<file path="src/hw/rtl/wpss_pkg.sv">
// shared types and constants for the weighted path slot scheduler
`default_nettype none
package wpss_pkg;

  localparam int unsigned IDENT_W = 16;
  localparam int unsigned BW_W    = 32;
  localparam int unsigned SEQ_W   = 16;
  localparam int unsigned SLOT_W  = 3;

  typedef enum logic {
    OP_ADD   = 1'b0,
    OP_SCHED = 1'b1
  } op_e;

  typedef enum logic {
    ST_CHOSEN = 1'b0,
    ST_NONE   = 1'b1
  } status_e;

  typedef enum logic [2:0] {
    S_IDLE,
    S_SCAN,
    S_DIVI,
    S_DIVW,
    S_PICK,
    S_WALK,
    S_RESP
  } state_e;

endpackage
`default_nettype wire

</file>
<file path="src/hw/rtl/wpss_if.sv">
// valid/ready channel interfaces for the scheduler input and result words
`default_nettype none
interface wpss_in_if;
  logic                           valid;
  logic                           ready;
  logic                           operation;
  logic [wpss_pkg::SLOT_W-1:0]    path_slot;
  logic [wpss_pkg::IDENT_W-1:0]   path_ident;
  logic [wpss_pkg::BW_W-1:0]      path_bandwidth;
  logic                           has_extension;

  modport source (output valid, operation, path_slot, path_ident, path_bandwidth,
                  has_extension, input ready);
  modport sink   (input valid, operation, path_slot, path_ident, path_bandwidth,
                  has_extension, output ready);
endinterface

interface wpss_out_if;
  logic                           valid;
  logic                           ready;
  logic [wpss_pkg::IDENT_W-1:0]   chosen_ident;
  logic [wpss_pkg::SEQ_W-1:0]     chosen_seq;
  logic                           status;

  modport source (output valid, chosen_ident, chosen_seq, status, input ready);
  modport sink   (input valid, chosen_ident, chosen_seq, status, output ready);
endinterface
`default_nettype wire

</file>
<file path="src/hw/rtl/weighted_path_slot_scheduler.sv">
// weighted multipath slot scheduler top level
//
//  channel | dir | words
//  in_i    | in  | add path entry or schedule one packet
//  out_o   | out | chosen path ident and sequence, one per schedule word
//
// a schedule word passes through accept, pick and result, with walk steps between pick and
// result when the extension flag starts the bit-reversed walk over an owned table; the walk
// tries slots below the largest power of two not above SLOT_COUNT
// the first schedule after a table change first rebuilds the slot shares: a scan over all
// MAX_PATHS entries, then one divide per present path on the divider
// reset clears control state only, no clearing pass is needed
// the result sits in an output register, so a new word is taken while it waits
`default_nettype none
module weighted_path_slot_scheduler #(
  parameter int unsigned MAX_PATHS  = 8,
  parameter int unsigned SLOT_COUNT = 128
) (
  input  wire logic  clk_i,
  input  wire logic  rst_ni,
  wpss_in_if.sink    in_i,
  wpss_out_if.source out_o
);

  localparam int unsigned LOG  = $clog2(SLOT_COUNT + 1) - 1;
  localparam int unsigned SIZE = 1 << LOG;
  localparam int unsigned SZW  = LOG + 1;
  localparam int unsigned PW   = (MAX_PATHS > 1) ? $clog2(MAX_PATHS) : 1;
  localparam int unsigned CW   = $clog2(MAX_PATHS + 1);
  localparam int unsigned BW   = wpss_pkg::BW_W;
  localparam int unsigned SW   = BW + CW;
  localparam int unsigned NW   = BW + LOG;

  wpss_pkg::state_e state_q, state_d;

  logic [wpss_pkg::IDENT_W-1:0] ident_q [MAX_PATHS];
  logic [BW-1:0]                bw_q    [MAX_PATHS];
  logic [wpss_pkg::SEQ_W-1:0]   seq_q   [MAX_PATHS];
  logic [SZW-1:0]               end_q   [MAX_PATHS];
  logic [MAX_PATHS-1:0]         present_q;

  logic [PW-1:0]  p_q;
  logic [BW-1:0]  run_max_q;
  logic [SW-1:0]  sum_q;
  logic [CW-1:0]  cnt_q;
  logic [SZW-1:0] cum_q;
  logic [LOG-1:0] ctr_q;
  logic           ext_q;
  logic [PW-1:0]  pick_q;
  logic           found_q;
  logic [PW-1:0]  last_q;
  logic           last_vld_q;
  logic           dirty_q;

  logic                         out_valid_q;
  logic [wpss_pkg::IDENT_W-1:0] out_ident_q;
  logic [wpss_pkg::SEQ_W-1:0]   out_seq_q;
  logic                         out_status_q;

  logic           accept;
  logic           wr_ok;
  logic [PW-1:0]  wr_idx;
  logic           last_p;
  logic [BW-1:0]  bw_cur, rm_new, bw_new;
  logic           div_start, div_done;
  logic [NW-1:0]  div_num;
  logic [SW-1:0]  div_den;
  logic [SZW-1:0] quot;
  logic [LOG-1:0] rev;
  logic           hit;
  logic [PW-1:0]  owner;
  logic           out_load;
  logic           pick_ok, pick_walk;

  assign in_i.ready   = (state_q == wpss_pkg::S_IDLE);
  assign accept       = in_i.valid && in_i.ready;
  assign wr_ok        = 32'(in_i.path_slot) < MAX_PATHS;
  assign wr_idx       = PW'(in_i.path_slot);
  assign last_p       = (p_q == PW'(MAX_PATHS - 1));

  assign out_o.valid        = out_valid_q;
  assign out_o.chosen_ident = out_ident_q;
  assign out_o.chosen_seq   = out_seq_q;
  assign out_o.status       = out_status_q;

  // running max fills in paths with no bandwidth report
  assign bw_cur = bw_q[p_q];
  assign rm_new = (bw_cur > run_max_q) ? bw_cur : run_max_q;
  assign bw_new = (bw_cur == '0) ? rm_new : bw_cur;

  assign div_start = (state_q == wpss_pkg::S_DIVI) && present_q[p_q];
  assign div_num   = (sum_q == '0) ? NW'(SIZE) : {bw_q[p_q], {LOG{1'b0}}};
  assign div_den   = (sum_q == '0) ? SW'(cnt_q) : sum_q;

  wpss_div #(.NW(NW), .DW(SW), .QW(SZW)) u_div (
    .clk_i   (clk_i),
    .rst_ni  (rst_ni),
    .start_i (div_start),
    .num_i   (div_num),
    .den_i   (div_den),
    .done_o  (div_done),
    .quot_o  (quot)
  );

  // shares are laid out as contiguous runs in path order, so slot owner is a range lookup
  always_comb begin
    for (int i = 0; i < LOG; i++) begin
      rev[LOG-1-i] = ctr_q[i];
    end
    hit   = SZW'(rev) < end_q[MAX_PATHS-1];
    owner = '0;
    for (int p = MAX_PATHS - 1; p >= 0; p--) begin
      if (SZW'(rev) < end_q[p]) begin
        owner = PW'(p);
      end
    end
  end

  always_comb begin
    pick_ok   = 1'b0;
    pick_walk = 1'b0;
    if (present_q != '0) begin
      if (ext_q) begin
        pick_walk = end_q[MAX_PATHS-1] != '0;
      end else begin
        pick_ok = last_vld_q && present_q[last_q];
      end
    end
  end

  assign out_load = (state_q == wpss_pkg::S_RESP) && (!out_valid_q || out_o.ready);

  always_comb begin
    state_d = state_q;
    unique case (state_q)
      wpss_pkg::S_IDLE: begin
        if (accept && in_i.operation == wpss_pkg::OP_SCHED) begin
          state_d = dirty_q ? wpss_pkg::S_SCAN : wpss_pkg::S_PICK;
        end
      end
      wpss_pkg::S_SCAN: if (last_p) state_d = wpss_pkg::S_DIVI;
      wpss_pkg::S_DIVI: begin
        if (present_q[p_q]) state_d = wpss_pkg::S_DIVW;
        else if (last_p) state_d = wpss_pkg::S_PICK;
      end
      wpss_pkg::S_DIVW: begin
        if (div_done) state_d = last_p ? wpss_pkg::S_PICK : wpss_pkg::S_DIVI;
      end
      wpss_pkg::S_PICK: state_d = pick_walk ? wpss_pkg::S_WALK : wpss_pkg::S_RESP;
      wpss_pkg::S_WALK: if (hit) state_d = wpss_pkg::S_RESP;
      wpss_pkg::S_RESP: if (out_load) state_d = wpss_pkg::S_IDLE;
      default: state_d = wpss_pkg::S_IDLE;
    endcase
  end

  always_ff @(posedge clk_i or negedge rst_ni) begin
    if (!rst_ni) begin
      state_q     <= wpss_pkg::S_IDLE;
      present_q   <= '0;
      dirty_q     <= 1'b1;
      last_vld_q  <= 1'b0;
      ctr_q       <= '0;
      out_valid_q <= 1'b0;
    end else begin
      state_q <= state_d;
      if (accept && in_i.operation == wpss_pkg::OP_ADD && wr_ok) begin
        present_q[wr_idx] <= 1'b1;
        dirty_q           <= 1'b1;
      end
      if ((state_q == wpss_pkg::S_DIVI && !present_q[p_q] && last_p) ||
          (state_q == wpss_pkg::S_DIVW && div_done && last_p)) begin
        dirty_q <= 1'b0;
        ctr_q   <= '0;
      end
      if (state_q == wpss_pkg::S_WALK) begin
        ctr_q <= ctr_q + 1'b1;
      end
      if (out_load) begin
        out_valid_q <= 1'b1;
        last_vld_q  <= found_q;
      end else if (out_o.ready) begin
        out_valid_q <= 1'b0;
      end
    end
  end

  always_ff @(posedge clk_i) begin
    if (accept && in_i.operation == wpss_pkg::OP_ADD && wr_ok) begin
      ident_q[wr_idx] <= in_i.path_ident;
      bw_q[wr_idx]    <= in_i.path_bandwidth;
      seq_q[wr_idx]   <= '0;
    end
    if (accept && in_i.operation == wpss_pkg::OP_SCHED) begin
      ext_q     <= in_i.has_extension;
      p_q       <= '0;
      run_max_q <= '0;
      sum_q     <= '0;
      cnt_q     <= '0;
    end
    unique case (state_q)
      wpss_pkg::S_SCAN: begin
        if (present_q[p_q]) begin
          run_max_q <= rm_new;
          bw_q[p_q] <= bw_new;
          sum_q     <= sum_q + SW'(bw_new);
          cnt_q     <= cnt_q + 1'b1;
        end
        p_q   <= last_p ? '0 : p_q + 1'b1;
        cum_q <= '0;
      end
      wpss_pkg::S_DIVI: begin
        if (!present_q[p_q]) begin
          end_q[p_q] <= cum_q;
          if (!last_p) p_q <= p_q + 1'b1;
        end
      end
      wpss_pkg::S_DIVW: begin
        if (div_done) begin
          end_q[p_q] <= cum_q + quot;
          cum_q      <= cum_q + quot;
          if (!last_p) p_q <= p_q + 1'b1;
        end
      end
      wpss_pkg::S_PICK: begin
        found_q <= pick_ok;
        pick_q  <= last_q;
      end
      wpss_pkg::S_WALK: begin
        if (hit) begin
          found_q <= 1'b1;
          pick_q  <= owner;
        end
      end
      wpss_pkg::S_RESP: begin
        if (out_load) begin
          if (found_q) begin
            out_ident_q    <= ident_q[pick_q];
            out_seq_q      <= seq_q[pick_q] + 1'b1;
            seq_q[pick_q]  <= seq_q[pick_q] + 1'b1;
            out_status_q   <= wpss_pkg::ST_CHOSEN;
            last_q         <= pick_q;
          end else begin
            out_ident_q    <= '0;
            out_seq_q      <= '0;
            out_status_q   <= wpss_pkg::ST_NONE;
            last_q         <= '0;
          end
        end
      end
      default: begin
      end
    endcase
  end

endmodule
`default_nettype wire

</file>
<file path="src/hw/rtl/wpss_div.sv">
// iterative restoring divider, one quotient bit per cycle
`default_nettype none
module wpss_div #(
  parameter int unsigned NW = 39,
  parameter int unsigned DW = 36,
  parameter int unsigned QW = 8
) (
  input  wire logic          clk_i,
  input  wire logic          rst_ni,
  input  wire logic          start_i,
  input  wire logic [NW-1:0] num_i,
  input  wire logic [DW-1:0] den_i,
  output logic               done_o,
  output logic [QW-1:0]      quot_o
);

  localparam int unsigned TW  = DW + QW - 1;
  localparam int unsigned STW = (QW > 1) ? $clog2(QW) : 1;

  logic [NW-1:0]  rem_q;
  logic [DW-1:0]  den_q;
  logic [QW-1:0]  quot_q;
  logic [STW-1:0] step_q;
  logic           busy_q;
  logic           done_q;
  logic [TW-1:0]  trial;
  logic           fits;

  assign trial  = TW'(den_q) << step_q;
  assign fits   = TW'(rem_q) >= trial;
  assign done_o = done_q;
  assign quot_o = quot_q;

  always_ff @(posedge clk_i or negedge rst_ni) begin
    if (!rst_ni) begin
      busy_q <= 1'b0;
      done_q <= 1'b0;
    end else begin
      done_q <= 1'b0;
      if (start_i) begin
        busy_q <= 1'b1;
      end else if (busy_q && step_q == '0) begin
        busy_q <= 1'b0;
        done_q <= 1'b1;
      end
    end
  end

  always_ff @(posedge clk_i) begin
    if (start_i) begin
      rem_q  <= num_i;
      den_q  <= den_i;
      quot_q <= '0;
      step_q <= STW'(QW - 1);
    end else if (busy_q) begin
      if (fits) begin
        rem_q          <= NW'(TW'(rem_q) - trial);
        quot_q[step_q] <= 1'b1;
      end
      if (step_q != '0) begin
        step_q <= step_q - 1'b1;
      end
    end
  end

endmodule
`default_nettype wire

</file>
<file path="src/flat_wrapper.sv">
// flat-port wrapper written by rule: the top's interface ports become plain ports
module weighted_path_slot_scheduler_flat 
#(
  parameter int unsigned MAX_PATHS  = 8,
  parameter int unsigned SLOT_COUNT = 128
)
  (clk_i, rst_ni, in_i_valid, in_i_operation, in_i_path_slot, in_i_path_ident, in_i_path_bandwidth, in_i_has_extension, in_i_ready, out_o_valid, out_o_chosen_ident, out_o_chosen_seq, out_o_status, out_o_ready);
  wpss_in_if in_i_i ();
  wpss_out_if out_o_i ();
  input  wire logic clk_i;
  input  wire logic rst_ni;
  input wire logic [$bits(in_i_i.valid)-1:0] in_i_valid;
  input wire logic [$bits(in_i_i.operation)-1:0] in_i_operation;
  input wire logic [$bits(in_i_i.path_slot)-1:0] in_i_path_slot;
  input wire logic [$bits(in_i_i.path_ident)-1:0] in_i_path_ident;
  input wire logic [$bits(in_i_i.path_bandwidth)-1:0] in_i_path_bandwidth;
  input wire logic [$bits(in_i_i.has_extension)-1:0] in_i_has_extension;
  output wire logic [$bits(in_i_i.ready)-1:0] in_i_ready;
  output wire logic [$bits(out_o_i.valid)-1:0] out_o_valid;
  output wire logic [$bits(out_o_i.chosen_ident)-1:0] out_o_chosen_ident;
  output wire logic [$bits(out_o_i.chosen_seq)-1:0] out_o_chosen_seq;
  output wire logic [$bits(out_o_i.status)-1:0] out_o_status;
  input wire logic [$bits(out_o_i.ready)-1:0] out_o_ready;
  assign in_i_i.valid = in_i_valid;
  assign in_i_i.operation = in_i_operation;
  assign in_i_i.path_slot = in_i_path_slot;
  assign in_i_i.path_ident = in_i_path_ident;
  assign in_i_i.path_bandwidth = in_i_path_bandwidth;
  assign in_i_i.has_extension = in_i_has_extension;
  assign in_i_ready = in_i_i.ready;
  assign out_o_valid = out_o_i.valid;
  assign out_o_chosen_ident = out_o_i.chosen_ident;
  assign out_o_chosen_seq = out_o_i.chosen_seq;
  assign out_o_status = out_o_i.status;
  assign out_o_i.ready = out_o_ready;
  weighted_path_slot_scheduler #(.MAX_PATHS(MAX_PATHS), .SLOT_COUNT(SLOT_COUNT)) u_core (.clk_i(clk_i), .rst_ni(rst_ni), .in_i(in_i_i), .out_o(out_o_i));
endmodule
</file>
<file path="config.mk">
export PLATFORM = sky130hd
export DESIGN_NAME = weighted_path_slot_scheduler_flat
export DESIGN_NICKNAME = d
export VERILOG_FILES = /design/src/hw/rtl/wpss_pkg.sv /design/src/hw/rtl/wpss_if.sv /design/src/hw/rtl/weighted_path_slot_scheduler.sv /design/src/hw/rtl/wpss_div.sv /design/src/flat_wrapper.sv
export SDC_FILE = /design/constraint.sdc
export NUM_CORES = 1
export LEC_CHECK = 0
export ABC_AREA = 1
export BUFFER_PORTS_ARGS = -buffer_cell sky130_fd_sc_hd__buf_2
export CORE_ASPECT_RATIO = 0.75
export CORE_MARGIN = 2
export CORE_UTILIZATION = 63
export DETAILED_ROUTE_END_ITERATION = 10
export GPL_TIMING_DRIVEN = 0
export PLACE_DENSITY_LB_ADDON = 0.3
export SLEW_MARGIN = 20
export SYNTH_ARGS = -nofsm -noshare
export SYNTH_HDL_FRONTEND = slang
export SYNTH_SLANG_ARGS = --single-unit
</file>
<file path="constraint.sdc">
create_clock -name clk_i -period 6.9 [get_ports clk_i]
set_clock_uncertainty 0.2 [all_clocks]
set_input_delay 0.345 -clock clk_i [delete_from_list [all_inputs] [get_ports clk_i]]
set_output_delay 0.345 -clock clk_i [all_outputs]
set_load 0.05 [all_outputs]
</file>
# Word level (Yosys, flattened, before mapping)
# Memory sizes are Yosys's and may differ from the RTL's. A register that Yosys moved wholly into a read port is not among the register bits.
# Cells that the tools add are included.
# classes
n_eq_ne	13
mul	0
n_bitwise	4
order_cmp	16
div	0
n_reduce_logical	42
mux	92
add_sub_neg	8
shifts	1
# ops
cell	count
2-to-1 mux 32 bit	6
2-to-1 mux 39 bit	4
2-to-1 mux 36 bit	3
2-to-1 mux 3 bit	24
< comparator 7 x 8 -> 1 bit	8
greater-or-equal comparator 39 x 43 -> 1 bit	1
<< shifter 36 x 3 -> 43 bit	1
subtractor 39 bit	1
adder 36 x 32 -> 36 bit	1
logical NOT 36 bit	1
2-to-1 mux 1 bit	36
greater-than comparator 32 bit	1
logical NOT 32 bit	1
OR reduction 32 bit	1
case mux 3 bit (7 select lines)	1
adder 16 x 1 -> 16 bit (second input constant)	1
< comparator 3 x 4 -> 1 bit (second input constant)	4
2-to-1 mux 16 bit	1
2-to-1 mux 4 bit	4
2-to-1 mux 8 bit	2
bitwise OR 8 bit	2
case mux 8 bit (2 select lines)	1
nonzero test 2 bit	8
nonzero test 8 bit	2
other kinds (29)	61
# totals
memories	4
latchBits	0
ff_bits	217
input_bits	57
mem_bits_rw	576
romBits	0
output_inout_bits	35
word_cells	204
# mem_list
memory	depth	width	read_ports	rd_ports_with_merged_regs	write_ports	line_no	source
u_core.bw_q	8	32	1	1	1	weighted_path_slot_scheduler.sv:37	logic [BW-1:0] bw_q [MAX_PATHS];
u_core.ident_q	8	16	1	1	1	weighted_path_slot_scheduler.sv:36	logic [wpss_pkg::IDENT_W-1:0] ident_q [MAX_PATHS];
u_core.seq_q	8	16	1	1	1	weighted_path_slot_scheduler.sv:38	logic [wpss_pkg::SEQ_W-1:0] seq_q [MAX_PATHS];
u_core.end_q	8	8	8	0	1	weighted_path_slot_scheduler.sv:39	logic [SZW-1:0] end_q [MAX_PATHS];

# Depth between registers and ports, before layout
# An unclocked memory read counts as a cell.
# logic_depth
word_depth	12
mapped_depth	43
mapped_depth_nobuf	40

# Modules after synthesis
# A second synthesis with hierarchy kept.
# hier_totals
cells_unflattened	4818
hier_area_um2	42485.7
# modules_own_cells
mod	cells_per_inst	instances	area_per_inst_um2	seq_area_each_um2
weighted_path_slot_scheduler	3743	1	35170.0	20856.3
wpss_div	1075	1	7315.8	2522.4

# Least setup slack after synthesis
# Ideal clock, no wire load.
# synth_timing
path_kind	register to register
from	register u_core.p_q[0]
to	register u_core.sum_q[30]
slack_ps	2088
n_path_buf	5
synth_period_minus_slack_ps	4812
arrival_time_ps	4499
setup_ps	113
path_stages_with_launch	35
t_required_ps	6587
path_cell_list	dfxtp_1 buf_4 inv_4 buf_6 buf_6 buf_6 nand2_1 nand2_1 nand2_1 nand2_1 nand2_1 nand2_1 ha_1 nand4_1 nor3_1 nor2b_1 nand4_1 nand2_1 clkbuf_1 nand2_1 nand2_1 nand2_1 and2_1 ha_1 fa_1 nand3_1 nand2_1 a21boi_0 o21bai_1 a21oi_1 inv_1 nand2_1 nand3b_1 nand3_1 nand2_1
# synth_rtl
item	line_no	source
from (decl)	weighted_path_slot_scheduler.sv:42	logic [PW-1:0] p_q;
from (signal assigned)	weighted_path_slot_scheduler.sv:208	p_q <= last_p ? '0 : p_q + 1'b1;
from (signal assigned)	weighted_path_slot_scheduler.sv:214	if (!last_p) p_q <= p_q + 1'b1;
from (signal assigned)	weighted_path_slot_scheduler.sv:221	if (!last_p) p_q <= p_q + 1'b1;
to (signal assigned)	weighted_path_slot_scheduler.sv:205	sum_q <= sum_q + SW'(bw_new);
to (decl)	weighted_path_slot_scheduler.sv:44	logic [SW-1:0] sum_q;

==> flow_metrics.tcl <==
set metrics [dict create \
    switchingPower_w 0.0119 \
    switching_share 0.472 \
    drive_above_1_share 0.0769 \
    clkSinkCount 812 \
    synth-seq-cells 812 \
    grt_pass1_vias 32000 \
    cts_tree "yes" \
    drc 0 \
    synth_edf_count 700 \
    wl_um 123000 \
    synth_seq_area_share 0.560 \
    drv_cap 0 \
    use_met3 0.0962 \
    cts_buffers 78 \
    worstMarginPinSlew_ns 1.08 \
    endpoint_kind "flop" \
    start_util 0.638 \
    place_ws_ns 0.192 \
    fin_cells 5875 \
    wl_per_cell_um 21.0 \
    rows 81 \
    postRouteAntennaNets 0 \
    placed_area_um2 43900 \
    finalCritPeriodShare 0.960 \
    syn_nets 4934 \
    fillCellCount 4860 \
    antenna_found_initial 2 \
    cellLeakagePower_nw 19.8 \
    core-area_um2 65400 \
    pin_count 92 \
    hold_path.class "in2reg" \
    criticalPathCategory "reg2reg" \
    firstDrtPassIters 6 \
    powerDensity_nw_per_um2 537 \
    setup_viol 0 \
    worstSkewPairLatency_ns 0.66 \
    place_inst 5704 \
    avgSynthCellArea_um2 8.86 \
    drt_iter0_drc 4972 \
    die_area_um2 68300 \
    synth-async-reset-ratio 0.0283 \
    rsz0062_at_grt "false" \
    ys.flop_type "edfxtp_1" \
    p_clk_frac 0.186 \
    synthCells 4708 \
    p_seq_frac 0.280 \
    use_met2 0.510 \
    postLayoutSetupSlackWorst_ns 0.276 \
    cts_max_path_buffers 3 \
    dp_hpwl_um 89600 \
    busiest_layer "met1" \
    hold_viol 0 \
    vias_per_cell 5.96 \
    cp_data_required_time_ns 7.23 \
    cp_max_fo 10 \
    design_power_total_w 0.0252 \
    fin_crit_ns 6.62 \
    fmax_mhz 151 \
    p_int_w 0.0133 \
    cp-start-kind "flop" \
    slew_headroom 0.276 \
    grt_util_all_layers 0.359 \
    ys_types 53 \
    cpMaxStageDelayCell "clkbuf_1" \
    grt_max_degree 46 \
    cp_slowest_stage_delay_ns 0.52 \
    path_clk_slew_ns 0.07 \
    vias 35000 \
    syn_area_um2 41700 \
    syn_to_final_growth_pct 12.6 \
    cts-root-buf "clkbuf_16" \
    status "completed" \
    finalInstanceArea_um2 47000 \
    grt_overflow 0 \
    die_x_um 301 \
    timing.hold.ws_ns 0.0203 \
    htreeDepth 3 \
    finalNetCount 5166 \
    cts_setup_buffers 0 \
    grt_pass1_wl_um 185000 \
    cp.arrival_ns 6.96 \
    portBuffers 91 \
    comb_power_share 0.533 \
    die_h_um 227 \
    synth_warnings 0 \
    use_met1 0.540 \
    gp_congestion 1.01 \
    ir_drop_mv 0.529 \
    final-max-slew-violation-count 0 \
    antennaDiodeCount 0 \
    crit_top_cell "nand2_1" \
]
Yosys cell counts (3+ instances only):
master    instances  area [µm²]
clkbuf_1        136         510
nand3b_1          8        60.1
nand4_1          29         181
a21oi_1         197         986
nand3_1         182         911
dfxtp_1          89        1780
xnor2_1          12         105
buf_1            13        48.8
mux2i_1           6        60.1
a22oi_1           6        45.0
edfxtp_1        700       21000
nor4_1           16         100
o21ai_1          19        95.1
and2_1           31         194
nor3_1           31         155
buf_4             5        37.5
nand2_1        1557        5840
or2_2             6        37.5
dfrtp_1          22         551
buf_6             9         101
nor2_1          433        1630
nor2_4            3        33.8
a21boi_0          5        37.5
o21a_1           12        90.1
clkinv_1          6        22.5
o21ai_0         381        1910
a21o_1           11        82.6
o22ai_1          58         363
nand2_2          13        81.3
inv_1           392        1470
o31ai_1           4        30.0
fa_1              3        60.1
inv_2             8        30.0
o21bai_1          9        67.6
xor2_1           19         166
o32ai_1          32         280
buf_2            46         230
o211ai_1         10        75.1
a31oi_1           6        37.5
ha_1            166        2080
path summary, 6_finish.rpt:
check                                                          from                                   to  slack [ns]  cells after the start
worst min register to register  u_core.u_div.quot_o[4]$_SDFFE_PP0P_  u_core.u_div.quot_o[4]$_SDFFE_PP0P_        0.27                      2
worst min-delay path                        in_i_path_bandwidth[21]         u_core.bw_q[7][21]$_DFFE_PP_        0.02                      3
worst max register to register                u_core.p_q[1]$_DFF_P_             u_core.sum_q[34]$_DFF_P_        0.28                     29
worst max-delay path                          u_core.p_q[1]$_DFF_P_             u_core.sum_q[34]$_DFF_P_        0.28                     29
min in group asynchronous                                    rst_ni        u_core.u_div.done_o$_DFF_PN0_        0.08                      2
max in group asynchronous                                    rst_ni          u_core.ctr_q[0]$_DFFE_PN0P_        5.93                      2
repair_timing:
action,4_1_cts,5_1_grt
hold endpoints to repair,174,0
setup endpoints to repair,0,21
resized for setup,0,13
hold buffers,27,0
power groups by stage:
stage | registers, W | clock network [W] | logic [W]
final | 0.00708 | 0.00470 | 0.0135
after global routing | 0.00713 | 0.00487 | 0.0148
after CTS | 0.00705 | 0.00470 | 0.0130
after detailed placement | 0.00714 | 0 | 0.0129
after global placement | 0.00716 | 0 | 0.0125
after floorplan | 0.00703 | 0 | 0.00894
metal layers:
metal	share of wire	wire, µm
met3	0.13	16500
met1	0.42	51700
met4	0.029	3590
met2	0.42	51400
met5	0.000065	8
logic make-up after synthesis:
kind of cell / share of synthesized area
multiplexers: 0.00144
AND/OR/NAND/NOR: 0.222
adder cells (fa/ha/maj): 0.0512
AO/OA/AOI/OAI: 0.0994
buffers and inverters: 0.0590
XOR/XNOR: 0.00651
flip-flops: 0.560
state kept, by name, indices dropped and copies added, names as in the netlist, 4 cells and up, named ones only:
name                       flops
u_core.u_div.den_q            36
u_core.end_q                  64
u_core.bw_q                  256
u_core.run_max_q              32
u_core.u_div.quot_o            8
u_core.out_o.chosen_seq       16
u_core.u_div.rem_q            39
u_core.ctr_q                   7
u_core.seq_q                 128
u_core.out_o.chosen_ident     16
u_core.cum_q                   8
u_core.present_q               8
u_core.sum_q                  36
u_core.cnt_q                   4
u_core.ident_q               128
through the flow:
step | TNS (ns) | utilization
after global placement | -39.86 | 0.662
final | 0 | 0.719
after floorplan | 0 | -
after detailed placement | 0 | 0.672
after global routing | 0 | 0.719
after CTS | 0 | 0.719
placed cells by master, fill, tap and decap left out, types with 12 or more instances in the layout:
cell,netlist,routed
nand2_1,1557,1556
edfxtp_1,700,700
nor2_1,433,408
inv_1,392,392
o21ai_0,381,374
a21oi_1,197,196
nand3_1,182,182
ha_1,166,166
clkbuf_1,136,142
buf_2,46,140
dfxtp_1,89,89
clkbuf_16,0,80
o22ai_1,58,58
o32ai_1,32,32
and2_1,31,31
nor3_1,31,30
nand4_1,29,29
dlygate4sd3_1,0,27
o21ai_1,19,26
dfrtp_1,22,22
xor2_1,19,19
nor2_2,2,18
buf_6,9,16
bufinv_16,0,16
clkinv_1,6,15
nand2_2,13,14
buf_1,13,12
o21a_1,12,12
nor2_4,3,12
xnor2_1,12,12
final cells by class:
class	count	area [µm²]	share of cell area
clock buffer	91	2040	0.0435
inverter	407	1530	0.0326
sequential	812	23400	0.497
clock inverter	53	738	0.0157
buffer	210	941	0.0200
tap	871	1090	0.0232
timing repair buffer	152	1220	0.0260
multi-input combinational	3279	16100	0.342
worst max-delay path: cells and delay by family, from the launching register on:
family	cells	cell delay, ns
buffers and inverters	4	1.50
and+or+nand+nor	20	3.05
DFF	1	0.41
AOI/OAI and AO/OA	3	0.77
adders and majority gates	2	0.55
Power figures use the tool's default switching activity.
